===== config.mk =====
export PLATFORM = sky130hd
export DESIGN_NAME = sobol_stochastic_bitstream_gen
export DESIGN_NICKNAME = d
export VERILOG_FILES = /design/src/rtl/core/ssbg_pkg.sv /design/src/rtl/core/ssbg_ram.sv /design/src/rtl/core/sobol_stochastic_bitstream_gen.sv
export SDC_FILE = /design/constraint.sdc
export NUM_CORES = 2
export LEC_CHECK = 0
export ABC_CLOCK_PERIOD_IN_PS = 11800
export BUFFER_PORTS_ARGS = -buffer_cell sky130_fd_sc_hd__buf_2
export CAP_MARGIN = 10
export CORE_ASPECT_RATIO = 0.75
export CORE_MARGIN = 1
export CORE_UTILIZATION = 45
export CTS_BUF_LIST = sky130_fd_sc_hd__clkbuf_8 sky130_fd_sc_hd__clkbuf_16
export DETAILED_ROUTE_END_ITERATION = 8
export PLACE_DENSITY = 0.62
export SLEW_MARGIN = 20
export SYNTH_ARGS = -nofsm -noshare
export SYNTH_HDL_FRONTEND = slang
export SYNTH_SLANG_ARGS = --single-unit

===== constraint.sdc =====
create_clock -name clk -period 11.8 [get_ports clk]
set_clock_uncertainty 0.05 [all_clocks]
set_input_delay 0 -clock clk [delete_from_list [all_inputs] [get_ports clk]]
set_output_delay 0 -clock clk [all_outputs]
set_load 0.05 [all_outputs]

===== src/rtl/core/ssbg_pkg.sv =====
// Shared types, constants and table functions for the Sobol bitstream generator.
package ssbg_pkg;

  localparam int SEED_CNT = 6;

  localparam logic [2:0] CFG_POINT_WIDTH   = 3'd0;
  localparam logic [2:0] CFG_DIMENSION     = 3'd1;
  localparam logic [2:0] CFG_CUSTOM_DEGREE = 3'd2;
  localparam logic [2:0] CFG_CUSTOM_COEFFS = 3'd3;
  localparam logic [2:0] CFG_CUSTOM_INIT   = 3'd4;

  localparam logic [5:0]  RST_POINT_WIDTH   = 6'd16;
  localparam logic [4:0]  RST_DIMENSION     = 5'd1;
  localparam logic [2:0]  RST_CUSTOM_DEGREE = 3'd1;
  localparam logic [4:0]  RST_CUSTOM_COEFFS = 5'd0;
  localparam logic [20:0] RST_CUSTOM_INIT   = 21'd33867;

  typedef enum logic [1:0] {
    ST_BUILD,
    ST_SETTLE,
    ST_RUN,
    ST_JUMP
  } state_t;

  typedef struct packed {
    logic [2:0]                 deg;
    logic [4:0]                 coef;
    logic [SEED_CNT-1:0][5:0]   seed;   // seed[0] is m1
  } row_t;

  function automatic row_t mk_row(input logic [2:0] d, input logic [4:0] c,
                                  input logic [35:0] s);
    row_t r;
    r.deg  = d;
    r.coef = c;
    r.seed = s;
    return r;
  endfunction

  // rows for dimensions 2..19; seeds listed m6 down to m1
  function automatic row_t row_lookup(input logic [4:0] idx);
    row_t r;
    unique case (idx)
      5'd0:  r = mk_row(3'd1, 5'd0,  {6'd0, 6'd0, 6'd0, 6'd0, 6'd0, 6'd1});
      5'd1:  r = mk_row(3'd2, 5'd1,  {6'd0, 6'd0, 6'd0, 6'd0, 6'd3, 6'd1});
      5'd2:  r = mk_row(3'd3, 5'd1,  {6'd0, 6'd0, 6'd0, 6'd1, 6'd3, 6'd1});
      5'd3:  r = mk_row(3'd3, 5'd2,  {6'd0, 6'd0, 6'd0, 6'd1, 6'd1, 6'd1});
      5'd4:  r = mk_row(3'd4, 5'd1,  {6'd0, 6'd0, 6'd3, 6'd3, 6'd1, 6'd1});
      5'd5:  r = mk_row(3'd4, 5'd4,  {6'd0, 6'd0, 6'd13, 6'd5, 6'd3, 6'd1});
      5'd6:  r = mk_row(3'd5, 5'd2,  {6'd0, 6'd17, 6'd5, 6'd5, 6'd1, 6'd1});
      5'd7:  r = mk_row(3'd5, 5'd4,  {6'd0, 6'd1, 6'd1, 6'd1, 6'd1, 6'd1});
      5'd8:  r = mk_row(3'd5, 5'd7,  {6'd0, 6'd1, 6'd1, 6'd1, 6'd1, 6'd1});
      5'd9:  r = mk_row(3'd5, 5'd11, {6'd0, 6'd1, 6'd1, 6'd1, 6'd1, 6'd1});
      5'd10: r = mk_row(3'd5, 5'd13, {6'd0, 6'd1, 6'd1, 6'd1, 6'd1, 6'd1});
      5'd11: r = mk_row(3'd5, 5'd14, {6'd0, 6'd1, 6'd1, 6'd1, 6'd1, 6'd1});
      5'd12: r = mk_row(3'd6, 5'd1,  {6'd1, 6'd1, 6'd1, 6'd1, 6'd1, 6'd1});
      5'd13: r = mk_row(3'd6, 5'd13, {6'd1, 6'd1, 6'd1, 6'd1, 6'd1, 6'd1});
      5'd14: r = mk_row(3'd6, 5'd16, {6'd1, 6'd1, 6'd1, 6'd1, 6'd1, 6'd1});
      5'd15: r = mk_row(3'd6, 5'd19, {6'd1, 6'd1, 6'd1, 6'd1, 6'd1, 6'd1});
      5'd16: r = mk_row(3'd6, 5'd22, {6'd1, 6'd1, 6'd1, 6'd1, 6'd1, 6'd1});
      default: r = mk_row(3'd6, 5'd25, {6'd1, 6'd1, 6'd1, 6'd1, 6'd1, 6'd1});
    endcase
    return r;
  endfunction

  // packed m1..m6, m_i in i bits from bit i(i-1)/2, forced odd
  function automatic logic [SEED_CNT-1:0][5:0] unpack_seeds(input logic [20:0] v);
    logic [SEED_CNT-1:0][5:0] s;
    s[0] = {5'd0, v[0]} | 6'd1;
    s[1] = {4'd0, v[2:1]} | 6'd1;
    s[2] = {3'd0, v[5:3]} | 6'd1;
    s[3] = {2'd0, v[9:6]} | 6'd1;
    s[4] = {1'd0, v[14:10]} | 6'd1;
    s[5] = v[20:15] | 6'd1;
    return s;
  endfunction

  // index of the lowest zero bit, capped at 31
  function automatic logic [4:0] lowest_zero(input logic [31:0] v);
    logic [4:0] n;
    n = 5'd31;
    for (int i = 30; i >= 0; i--) begin
      if (!v[i]) n = 5'(i);
    end
    return n;
  endfunction

endpackage


===== src/rtl/core/ssbg_ram.sv =====
// Generic single-port RAM with registered read.
module ssbg_ram #(
  parameter int WIDTH = 32,
  parameter int DEPTH = 32
) (
  input  logic                                   clk,
  input  logic                                   we,
  input  logic [(DEPTH > 1 ? $clog2(DEPTH) : 1)-1:0] addr,
  input  logic [WIDTH-1:0]                       wdata,
  output logic [WIDTH-1:0]                       rdata
);

  logic [WIDTH-1:0] mem [DEPTH];

  always_ff @(posedge clk) begin
    if (we) begin
      mem[addr] <= wdata;
    end
    rdata <= mem[addr];
  end

endmodule


===== src/rtl/core/sobol_stochastic_bitstream_gen.sv =====
// Sobol point generator with stochastic-computing comparator output.
// Advance: accepted one per cycle while the output is not stalled; result registered, valid the cycle after accept.
// Jump: occupies the block while the point is rebuilt from the Gray code of the jump index, emits no result.
// Direction vectors are rebuilt after reset and after every configuration write to
// indices 0..4, one RAM entry per cycle; no item is taken meanwhile.
// Reset (synchronous, active low) loads register defaults and zeroes position and point.
module sobol_stochastic_bitstream_gen #(
  parameter int MAX_POINT_WIDTH  = 32,
  parameter int TABLE_DIMENSIONS = 19,
  parameter int MAX_DEGREE       = 6
) (
  input  logic        clk,
  input  logic        rst_n,
  input  logic        cfg_we,
  input  logic [2:0]  cfg_index,
  input  logic [20:0] cfg_wdata,
  input  logic        in_valid,
  output logic        in_stall,
  input  logic        in_action,
  input  logic [32:0] in_threshold,
  input  logic [31:0] in_jump_index,
  output logic        out_valid,
  input  logic        out_stall,
  output logic [31:0] out_point,
  output logic        out_stream_bit
);

  localparam int AW = (MAX_POINT_WIDTH > 1) ? $clog2(MAX_POINT_WIDTH) : 1;
  localparam int CW = $clog2(MAX_POINT_WIDTH + 1);

  ssbg_pkg::state_t state_r, state_nxt;

  logic [5:0]  cfg_pw_r;
  logic [4:0]  cfg_dim_r;
  logic [2:0]  cfg_deg_r;
  logic [4:0]  cfg_coef_r;
  logic [20:0] cfg_init_r;

  logic [31:0] position_r, position_nxt;
  logic [31:0] point_r, point_nxt;
  logic [31:0] gray_r, gray_nxt;
  logic [CW-1:0] jcnt_r, jcnt_nxt;
  logic [CW-1:0] bld_r, bld_nxt;
  logic [ssbg_pkg::SEED_CNT-1:0][31:0] hist_r, hist_nxt;

  logic        out_valid_r, out_valid_nxt;
  logic [31:0] out_point_r, out_point_nxt;
  logic        out_bit_r, out_bit_nxt;

  logic [5:0]  w_eff;
  logic [4:0]  d_eff;
  logic [2:0]  s_eff;
  logic [31:0] pmask;
  ssbg_pkg::row_t row;
  logic        dim_one;

  logic [31:0] hs, rec, m_val, ram_wdata, ram_rdata, jpos;
  logic [AW-1:0] ram_addr;
  logic        ram_we;
  logic        cfg_hit, in_acc, adv, jmp, wrap;

  // ---------------- configuration decode ----------------
  assign cfg_hit = cfg_we && (cfg_index <= ssbg_pkg::CFG_CUSTOM_INIT);

  always_comb begin
    if (cfg_pw_r == 6'd0) w_eff = 6'd1;
    else if (cfg_pw_r > 6'(MAX_POINT_WIDTH)) w_eff = 6'(MAX_POINT_WIDTH);
    else w_eff = cfg_pw_r;

    if (cfg_dim_r > 5'(TABLE_DIMENSIONS)) d_eff = 5'(TABLE_DIMENSIONS);
    else d_eff = cfg_dim_r;

    if (cfg_deg_r == 3'd0) s_eff = 3'd1;
    else if (cfg_deg_r > 3'(MAX_DEGREE)) s_eff = 3'(MAX_DEGREE);
    else s_eff = cfg_deg_r;

    pmask   = 32'hFFFF_FFFF >> (6'd32 - w_eff);
    dim_one = (d_eff == 5'd1);
    if (d_eff >= 5'd2) begin
      row = ssbg_pkg::row_lookup(d_eff - 5'd2);
    end else begin
      row.deg  = s_eff;
      row.coef = cfg_coef_r;
      row.seed = ssbg_pkg::unpack_seeds(cfg_init_r);
    end
  end

  // ---------------- direction number recurrence ----------------
  always_comb begin
    hs  = hist_r[3'(row.deg - 3'd1)];
    rec = hs ^ (hs << row.deg);
    for (int k = 1; k < ssbg_pkg::SEED_CNT; k++) begin
      if (k < int'(row.deg) && row.coef[3'(int'(row.deg) - 1 - k)]) begin
        rec = rec ^ (hist_r[k-1] << k);
      end
    end
    if (dim_one) m_val = 32'd1;
    else if (6'(bld_r) <= {3'd0, row.deg}) m_val = 32'(row.seed[3'(bld_r - CW'(1))]);
    else m_val = rec;
    ram_wdata = m_val << (w_eff - 6'(bld_r));
  end

  // ---------------- next state ----------------
  always_comb begin
    state_nxt = state_r;
    unique case (state_r)
      ssbg_pkg::ST_BUILD:  if (6'(bld_r) == w_eff) state_nxt = ssbg_pkg::ST_SETTLE;
      ssbg_pkg::ST_SETTLE: state_nxt = ssbg_pkg::ST_RUN;
      ssbg_pkg::ST_RUN:    if (in_acc && in_action) state_nxt = ssbg_pkg::ST_JUMP;
      ssbg_pkg::ST_JUMP:   if (6'(jcnt_r) == w_eff) state_nxt = ssbg_pkg::ST_RUN;
      default:             state_nxt = ssbg_pkg::ST_BUILD;
    endcase
    if (cfg_hit) state_nxt = ssbg_pkg::ST_BUILD;
  end

  // ---------------- FSM outputs ----------------
  always_comb begin
    in_stall = 1'b1;
    ram_we   = 1'b0;
    unique case (state_r)
      ssbg_pkg::ST_BUILD:  ram_we = 1'b1;
      ssbg_pkg::ST_RUN:    in_stall = out_valid_r && out_stall;
      ssbg_pkg::ST_SETTLE,
      ssbg_pkg::ST_JUMP:   in_stall = 1'b1;
      default:             in_stall = 1'b1;
    endcase
  end

  assign in_acc = in_valid && !in_stall;
  assign adv    = in_acc && !in_action;
  assign jmp    = in_acc && in_action;
  assign wrap   = (position_r == pmask);
  assign jpos   = in_jump_index & pmask;

  // ---------------- datapath ----------------
  always_comb begin
    position_nxt  = position_r;
    point_nxt     = point_r;
    gray_nxt      = gray_r;
    jcnt_nxt      = jcnt_r;
    bld_nxt       = bld_r;
    hist_nxt      = hist_r;
    out_valid_nxt = out_valid_r && out_stall;
    out_point_nxt = out_point_r;
    out_bit_nxt   = out_bit_r;

    unique case (state_r)
      ssbg_pkg::ST_BUILD: begin
        hist_nxt = {hist_r[ssbg_pkg::SEED_CNT-2:0], m_val};
        bld_nxt  = bld_r + CW'(1);
      end
      ssbg_pkg::ST_RUN: begin
        if (adv) begin
          out_valid_nxt = 1'b1;
          out_point_nxt = point_r;
          out_bit_nxt   = in_threshold > {1'b0, point_r};
          if (wrap) begin
            position_nxt = 32'd0;
            point_nxt    = 32'd0;
          end else begin
            position_nxt = position_r + 32'd1;
            point_nxt    = point_r ^ ram_rdata;
          end
        end else if (jmp) begin
          position_nxt = jpos;
          gray_nxt     = jpos ^ (jpos >> 1);
          point_nxt    = 32'd0;
          jcnt_nxt     = '0;
        end
      end
      ssbg_pkg::ST_JUMP: begin
        jcnt_nxt = jcnt_r + CW'(1);
        if (jcnt_r != '0) begin
          if (gray_r[0]) point_nxt = point_r ^ ram_rdata;
          gray_nxt = gray_r >> 1;
        end
      end
      default: begin
      end
    endcase

    if (cfg_hit) begin
      position_nxt = 32'd0;
      point_nxt    = 32'd0;
      bld_nxt      = CW'(1);
    end

    // write address in build, jump counter in jump; otherwise prefetch the vector the next advance needs
    if (state_r == ssbg_pkg::ST_BUILD) ram_addr = AW'(bld_r - CW'(1));
    else if (state_r == ssbg_pkg::ST_JUMP && 6'(jcnt_r) < w_eff) ram_addr = AW'(jcnt_r);
    else ram_addr = AW'(ssbg_pkg::lowest_zero(position_nxt));
  end

  ssbg_ram #(
    .WIDTH (32),
    .DEPTH (MAX_POINT_WIDTH)
  ) u_dv_ram (
    .clk   (clk),
    .we    (ram_we),
    .addr  (ram_addr),
    .wdata (ram_wdata),
    .rdata (ram_rdata)
  );

  // ---------------- registers ----------------
  always_ff @(posedge clk) begin
    if (!rst_n) begin
      state_r     <= ssbg_pkg::ST_BUILD;
      cfg_pw_r    <= ssbg_pkg::RST_POINT_WIDTH;
      cfg_dim_r   <= ssbg_pkg::RST_DIMENSION;
      cfg_deg_r   <= ssbg_pkg::RST_CUSTOM_DEGREE;
      cfg_coef_r  <= ssbg_pkg::RST_CUSTOM_COEFFS;
      cfg_init_r  <= ssbg_pkg::RST_CUSTOM_INIT;
      position_r  <= 32'd0;
      point_r     <= 32'd0;
      jcnt_r      <= '0;
      bld_r       <= CW'(1);
      out_valid_r <= 1'b0;
    end else begin
      state_r     <= state_nxt;
      position_r  <= position_nxt;
      point_r     <= point_nxt;
      jcnt_r      <= jcnt_nxt;
      bld_r       <= bld_nxt;
      out_valid_r <= out_valid_nxt;
      if (cfg_we) begin
        unique case (cfg_index)
          ssbg_pkg::CFG_POINT_WIDTH:   cfg_pw_r   <= cfg_wdata[5:0];
          ssbg_pkg::CFG_DIMENSION:     cfg_dim_r  <= cfg_wdata[4:0];
          ssbg_pkg::CFG_CUSTOM_DEGREE: cfg_deg_r  <= cfg_wdata[2:0];
          ssbg_pkg::CFG_CUSTOM_COEFFS: cfg_coef_r <= cfg_wdata[4:0];
          ssbg_pkg::CFG_CUSTOM_INIT:   cfg_init_r <= cfg_wdata;
          default: begin
          end
        endcase
      end
    end
  end

  always_ff @(posedge clk) begin
    gray_r      <= gray_nxt;
    hist_r      <= hist_nxt;
    out_point_r <= out_point_nxt;
    out_bit_r   <= out_bit_nxt;
  end

  assign out_valid      = out_valid_r;
  assign out_point      = out_point_r;
  assign out_stream_bit = out_bit_r;

  // ---------------- assertions ----------------
  a_pos_in_period: assert property (@(posedge clk) disable iff (!rst_n)
    state_r == ssbg_pkg::ST_RUN |-> (position_r & ~pmask) == 32'd0)
    else $error("position outside period");

  a_wrap_restart: assert property (@(posedge clk) disable iff (!rst_n)
    (adv && wrap) |=> (position_r == 32'd0 && point_r == 32'd0))
    else $error("sequence did not restart at period end");

  a_jump_silent: assert property (@(posedge clk) disable iff (!rst_n)
    (jmp && !(out_valid_r && out_stall)) |=> !out_valid_r)
    else $error("jump produced a result");

  a_no_accept_busy: assert property (@(posedge clk) disable iff (!rst_n)
    (state_r == ssbg_pkg::ST_BUILD || state_r == ssbg_pkg::ST_JUMP) |-> in_stall)
    else $error("item taken during rebuild or jump");

endmodule

Word-level counts from Yosys, hierarchy flattened
Memory sizes are Yosys's and may differ from the RTL's. A register that Yosys moved wholly into a read port is not among the register bits. Index checks and enable logic that the tools add are counted. Widths: inputs -> output; s select.

Register bits: 376. Memory bits (writable): 1024. Bits in read-only memories: 640. Output and inout bits: 35. Memories kept: 2.

Memories: u_dv_ram.mem (depth 32, bits a word 32, read ports 1, clocked after memory_dff 1, wr ports 1, line ssbg_ram.sv:13) `logic [WIDTH-1:0] mem [DEPTH];`; (name not given) (depth 32, bits a word 20, read ports 1, clocked after memory_dff 0, wr ports 0, line ssbg_pkg.sv:43) `unique case (idx)`.

Add/subtract/negate cells: 14. Magnitude comparators: 20. Equality and inequality tests: 18. Shift-type cells: 3. Multiplexer cells: 93. Bitwise logic cells: 10. Reductions and logical operators: 32.

Operators by type and width (number): $mux 32 (19); $xor 32x32->32 (7); $mux 5 (33); $pmux 32 s2 (2); $bmux 32 s3 (1); $mux 31 (2); $mux 44 (1); $gt 33x32->1 (1); $add 32x1->32 const B (1); $and 32x32->32 (1); $eq 32x32->1 (1); $shl 32x3->32 (1); $shl 32x6->32 (1); $shr 32x6->32 const A (1); $xor 32x31->32 (1); $mux 6 (5); $lt 3x5->1 const B (5); $bmux 6 s3 (1); $mux 1 (17); $bmux 1 s3 (5); $reduce_and 2->1 (7); $add 6x1->6 const B (2); $eq 6x6->1 (2); $ne 2x2->1 const B (6); 40 further kinds (67).

Longest topological paths before layout
Depth after elaboration: 43. Gate-level depth with buffers: 37.

By module
A second synthesis with hierarchy kept.

Cell total of the unflattened synthesis: 5125. Area, all modules: 66373.7 µm².

By module, submodules not included: ssbg_ram (times used 1, cells each 2107, area each 39743.1 µm², seq. area each 31390.1 µm²); sobol_stochastic_bitstream_gen (times used 1, cells each 3018, area each 26630.5 µm², seq. area each 9979.6 µm²).

Worst setup path before layout
OpenSTA, ideal clock, no wires.

Path kind: register -> register. Start point: reg state_r[1]. End point: mem u_dv_ram.mem[15][0], enable pin. Arrival: 10814 ps. Data required time: 11289 ps. Slack: 475 ps. Stages on the path, launching flop included: 15. Buffers on the path: 6. Period minus slack after synthesis: 11325 ps. Path through: dfxtp_1 -> or2_2 -> clkbuf_1 -> inv_1 -> buf_1 -> nand2_1 -> o311a_1 -> o21ai_1 -> or2_1 -> buf_2 -> buf_2 -> buf_2 -> buf_1 -> nand2_1 -> nor3_1.

Word-level cells in the longest chain between the ends: 42.

Ends and longest elaborated chain: start: declaration (line sobol_stochastic_bitstream_gen.sv:31) `ssbg_pkg::state_t state_r, state_nxt;`; start signal: assignment (line sobol_stochastic_bitstream_gen.sv:208) `state_r <= ssbg_pkg::ST_BUILD;`; start signal: assignment (line sobol_stochastic_bitstream_gen.sv:220) `state_r <= state_nxt;`; $eq 2x2->1 (line sobol_stochastic_bitstream_gen.sv:120, sobol_stochastic_bitstream_gen.sv:147); $mux 1 (line sobol_stochastic_bitstream_gen.sv:120) `unique case (state_r)`; $logic_not 1->1 (line sobol_stochastic_bitstream_gen.sv:129) `assign in_acc = in_valid && !in_stall;`; $logic_and 1x1->1 (line sobol_stochastic_bitstream_gen.sv:129); $logic_and 1x1->1 (line sobol_stochastic_bitstream_gen.sv:131) `assign jmp = in_acc && in_action;`; $mux 32 (line sobol_stochastic_bitstream_gen.sv:164) `end else if (jmp) begin`; $mux 32 (line sobol_stochastic_bitstream_gen.sv:153) `if (adv) begin`; $mux 31 (line sobol_stochastic_bitstream_gen.sv:147) `unique case (state_r)`; $mux 31 (line sobol_stochastic_bitstream_gen.sv:182) `if (cfg_hit) begin`; $mux 1 (line ssbg_pkg.sv:83) `if (!v[i]) n = 5'(i);`; $mux 5 (30 in series) (line ssbg_pkg.sv:83); $mux 5 (line sobol_stochastic_bitstream_gen.sv:190) `else if (state_r == ssbg_pkg::ST_JUMP && 6'(jcnt_r) < w_eff) ram_addr = AW'(jcnt_r);`; $mux 5 (line sobol_stochastic_bitstream_gen.sv:189) `if (state_r == ssbg_pkg::ST_BUILD) ram_addr = AW'(bld_r - CW'(1));`; end: declaration (line ssbg_ram.sv:13).

Several ways; a longest one is shown, not always the timed one. The select of a mux whose other input is x is not followed.

Worst setup path in the final report
Start point: reg cfg_pw_r[5]. End point: reg u_dv_ram.rdata[12] (read register of u_dv_ram.mem).

Word-level cells in the longest chain between the ends: 43.

Ends and longest elaborated chain: start: declaration (line sobol_stochastic_bitstream_gen.sv:33) `logic [5:0] cfg_pw_r;`; start signal: assignment (line sobol_stochastic_bitstream_gen.sv:209) `cfg_pw_r <= ssbg_pkg::RST_POINT_WIDTH;`; start signal: assignment (line sobol_stochastic_bitstream_gen.sv:228) `ssbg_pkg::CFG_POINT_WIDTH: cfg_pw_r <= cfg_wdata[5:0];`; $gt 6x6->1 (line sobol_stochastic_bitstream_gen.sv:67) `else if (cfg_pw_r > 6'(MAX_POINT_WIDTH)) w_eff = 6'(MAX_POINT_WIDTH);`; $mux 6 (line sobol_stochastic_bitstream_gen.sv:67); $mux 6 (*) (line sobol_stochastic_bitstream_gen.sv:66) `if (cfg_pw_r == 6'd0) w_eff = 6'd1;`; $sub 6x6->6 (line sobol_stochastic_bitstream_gen.sv:77) `pmask = 32'hFFFF_FFFF >> (6'd32 - w_eff);`; $shr 32x6->32 (line sobol_stochastic_bitstream_gen.sv:77); $eq 32x32->1 or $and 32x32->32 (tied branches) (line sobol_stochastic_bitstream_gen.sv:132, sobol_stochastic_bitstream_gen.sv:133); $mux 32, on equally long branches (line sobol_stochastic_bitstream_gen.sv:157, sobol_stochastic_bitstream_gen.sv:164); $mux 32 (line sobol_stochastic_bitstream_gen.sv:153); $mux 31 (line sobol_stochastic_bitstream_gen.sv:147); $mux 31 (line sobol_stochastic_bitstream_gen.sv:182); $mux 1 (line ssbg_pkg.sv:83); $mux 5 (30 in series) (line ssbg_pkg.sv:83); $mux 5 (*) (line sobol_stochastic_bitstream_gen.sv:190); $mux 5 (*) (line sobol_stochastic_bitstream_gen.sv:189); end: declaration (line ssbg_ram.sv:10) `output logic [WIDTH-1:0] rdata`.

Mark *: on every way between the ends. The rest lies on a longest branch, timed or not. The select of a mux whose other input is x is not followed. A chain may end at the register's enable or synchronous reset.

==> reports/qor.csv <==
stage;metric;value;unit
placed_design;global placement routability congestion;0.9364;
hold_path;Worst Hold Launch;rst_n;
route;post-route ant nets;0;
setup_path;RR Startpoint;cfg_pw_r[5]$_SDFFE_PN0P_;
floorplanning;Core Footprint;145500;um^2
global_route;Total GRT Usage;27.37;%
floorplanning;Die ar.;148600;um^2
timing;Worst-Margin Slew;1108;ps
setup_path;CP Max Fanout;154;
power;worst vdd ir;0.0001205;V
timing;Hold Fails Final Rpt;0;
hold_path;worst hold path type;in2reg;
clocking;root buf cell;clkbuf_16;
run_status;outcome;complete, no violations;
clocking;H-tree Lvls;4;
final_layout;Layout Nets;5747;
route;Detailed Route WL;207300;um
flow_run;max-cap violations;0;
route;drt via density;6.130;
global_route;total grt overflow;0;
timing;setup_tns;0;ps
synth;cell count after synthesis;5363;
synth;sequential share of the synthesized area;62.51;%
clocking;CTS tree;yes;
synth;flops & latches, synth;1426;
synth;Synth Cell Area;66180;um^2
final_layout;Layout area overhead;14.11;%
timing;Max-slew headroom;25.48;%
clocking;Clock Pin Slew Worst Setup and Hold Paths;60;ps
clocking;# resized after CTS;0;
route;Remaining DRCs;0;
route;Initial DRC Count;6292;
power;leakage power figure;27.06;nW
global_route;vias in the first global route;43700;
synth;Top FF cell, synth;edfxtp_1;
clocking;CTS sink cnt;1426;
timing;minimum clock period;10220;ps
route;WL per Instance;27.04;um
global_route;first-pass GRT wire length;299800;um
clocking;clk buf depth;3;
placed_design;detailed placer's ending HPWL;124600;um
timing;Final period util;86.61;%
clocking;Worst-Skew Late Latency;800;ps
final_layout;layout cells sized above 1;12.29;%
final_layout;Filler cells;12320;
timing;worst hold slack;63.63;ps
setup_path;Setup crit start;cfg_pw_r[5]$_SDFFE_PN0P_;
floorplanning;row cnt;121;
timing;Slew Viols, Final;0;
clocking;TritonCTS buffer count;143;
setup_path;worst setup path class;reg2reg;
synth;synthesis warning total;0;
timing;RSZ-0062 raised after global routing;no;
setup_path;critical path required time;12410;ps
synth;syn_area_per_cell;12.34;um^2
timing;final setup fails;0;
timing;fmax;97.85;MHz
power;Pwr Density;163.3;nW/um^2
power;Power, Total;12.33;mW
synth;Synth cell types;106;
placed_design;port buffer count;126;
global_route;largest net degree at the start of global routing;155;
floorplanning;Die H;334.1;um
global_route;initial antenna violation count;9;
clocking;# hold bufs at CTS;131;
floorplanning;IO Count;130;
route;routed via count;46990;
synth;ys async rst share;0;%
floorplanning;initial core utilization;45.49;%
synth;Post-Syn Nets;5528;
setup_path;WP data arrival;10830;ps
setup_path;CP startpoint kind;flip-flop;
route;First-pass DRT Iterations;6;
floorplanning;Die Wd;444.8;um
setup_path;CP Capture Type;flip-flop;
clocking;setup bufs post-CTS;0;
synth;Post-synth EDFFs;1281;
worst max-delay path, stage by stage (launching register included):
cell	delay, ps
dfxtp_1	830
inv_1	340
nand2_1	250
ha_1	700
nand4bb_1	250
a21oi_2	540
or2_1	380
mux2i_1	150
or4_1	570
or4_1	550
nor4_1	870
o31ai_1	300
a311o_1	390
a311oi_1	590
o211a_2	270
buf_4	590
nor2_4	140
buf_12	360
buf_4	560
nand2_1	160
a21oi_1	70
or4_1	510
or4_1	420
layout by cell type (no fill, tap or decap), types with 18 or more instances in the layout:
cell type,n
nand3_1,108
nor3_2,32
o211ai_1,27
inv_1,124
mux2i_1,454
dfxtp_1,145
xnor2_1,194
nand4_1,42
nand2b_1,21
o22ai_1,211
edfxtp_1,1281
nor2_1,243
dlygate4sd3_1,131
buf_2,126
a221oi_1,27
or4_1,25
xor2_1,58
o21ai_0,164
or3_1,34
nand2_1,778
nor4_1,61
a21o_1,24
clkbuf_16,143
ha_1,69
a221o_1,23
clkinv_1,22
buf_4,144
a21oi_1,257
o22a_1,24
a31oi_1,31
nor2b_1,18
nor3_1,65
a211oi_1,29
mux2_2,66
a22oi_1,36
and3_1,34
Yosys cell counts, types with 16 or more instances:
cell type | count | share of area [%]
edfxtp_1 | 1281 | 58
nand2_1 | 782 | 4.4
mux2i_1 | 454 | 6.9
nor2_1 | 263 | 1.5
a21oi_1 | 259 | 2.0
clkbuf_1 | 212 | 1.2
o22ai_1 | 211 | 2.0
xnor2_1 | 195 | 2.6
o21ai_0 | 169 | 1.3
dfxtp_1 | 145 | 4.4
nand3_1 | 115 | 0.87
nor3_1 | 98 | 0.74
inv_1 | 85 | 0.48
buf_2 | 81 | 0.61
ha_1 | 69 | 1.3
mux2_2 | 66 | 1.1
nor4_1 | 61 | 0.58
xor2_1 | 59 | 0.78
nand4_1 | 42 | 0.40
or3_1 | 38 | 0.36
a22oi_1 | 36 | 0.41
and3_1 | 34 | 0.32
a31oi_1 | 32 | 0.30
a211oi_1 | 30 | 0.34
a221oi_1 | 27 | 0.36
buf_1 | 27 | 0.15
o211ai_1 | 27 | 0.31
or4_1 | 25 | 0.28
a21o_1 | 24 | 0.27
o22a_1 | 24 | 0.32
a221o_1 | 23 | 0.35
nand2b_1 | 21 | 0.20
and2_1 | 18 | 0.17
nor2b_1 | 18 | 0.17
o221ai_1 | 16 | 0.21
or2_2 | 16 | 0.15
registers in the layout, summed over array words and instances (netlist names):
name and cells:
hist_r 192, point_r 32, cfg_init_r 15, out_stream_bit 1, state_r 2, cfg_coef_r 5
bld_r 6, out_valid 1, cfg_dim_r 5, cfg_deg_r 3, jcnt_r 6, cfg_pw_r 6
out_point 32, u_dv_ram.mem 1024, u_dv_ram.rdata 32, position_r 32, gray_r 32
cell families after synthesis:
family / count (synthesis) / synth area share, %
AOI/OAI and AO/OA: 1057 / 10.55
xor gates and xnor gates: 264 / 3.703
adders and majority gates: 71 / 1.350
buffers and inverters: 423 / 2.639
DFF: 1426 / 62.51
muxes: 526 / 8.193
and+or+nand+nor: 1596 / 11.06
stage by stage:
stage / setup slack (ps) / instances / util (%) / cell area (um^2)
floorplan: 475.3 / 5363 / - / 66180
global placement: 1976 / 7272 / 47.80 / 69540
detailed placement: 1914 / 7272 / 47.82 / 69570
CTS: 1878 / 7661 / 51.86 / 75450
global route: 1219 / 7664 / 51.91 / 75520
finish: 1580 / 7666 / 51.91 / 75520
worst paths after layout:
| path | slack, ps | cells after the start | endpoint |
|---|---|---|---|
| hold / removal | 60 | 3 | cfg_deg_r[0]$_SDFFE_PN1P_ |
| setup reg to reg | 1580 | 22 | u_dv_ram.rdata[12]$_DFF_P_ |
| setup / recovery | 1580 | 22 | u_dv_ram.rdata[12]$_DFF_P_ |
| hold reg to reg | 370 | 0 | out_point[28]$_DFFE_PP_ |
layer usage:
layer  up-vias  track usage, %  share of wire, %
li1      20720               -                 -
met1     23580           42.06                45
met2      2390           39.67                43
met3       292           5.210                10
met4         8           6.317               2.0
met5         -          0.6803             0.054
power breakdown:
| part | internal, mW | total (mW) | switching (mW) |
|---|---|---|---|
| sequential | 5.92 | 6.09 | 0.174 |
| combinational | 0.535 | 1.77 | 1.24 |
| clock | 2.46 | 4.47 | 2.01 |
| total | 8.91 | 12.3 | 3.42 |
layout make-up:
cell class / count / area [um^2] / share of cell area, %
Clock buffer: 155 / 3744 / 4.957
Clock inverter: 103 / 828.3 / 1.097
Sequential cell: 1426 / 41370 / 54.78
Tap cell: 1968 / 2462 / 3.260
Inverter: 90 / 347.8 / 0.4606
Multi-Input combinational cell: 3514 / 23630 / 31.29
Timing Repair Buffer: 407 / 3136 / 4.152
Antenna cell: 3 / 7.507 / 0.009940
(Power assumes the default switching activity.)
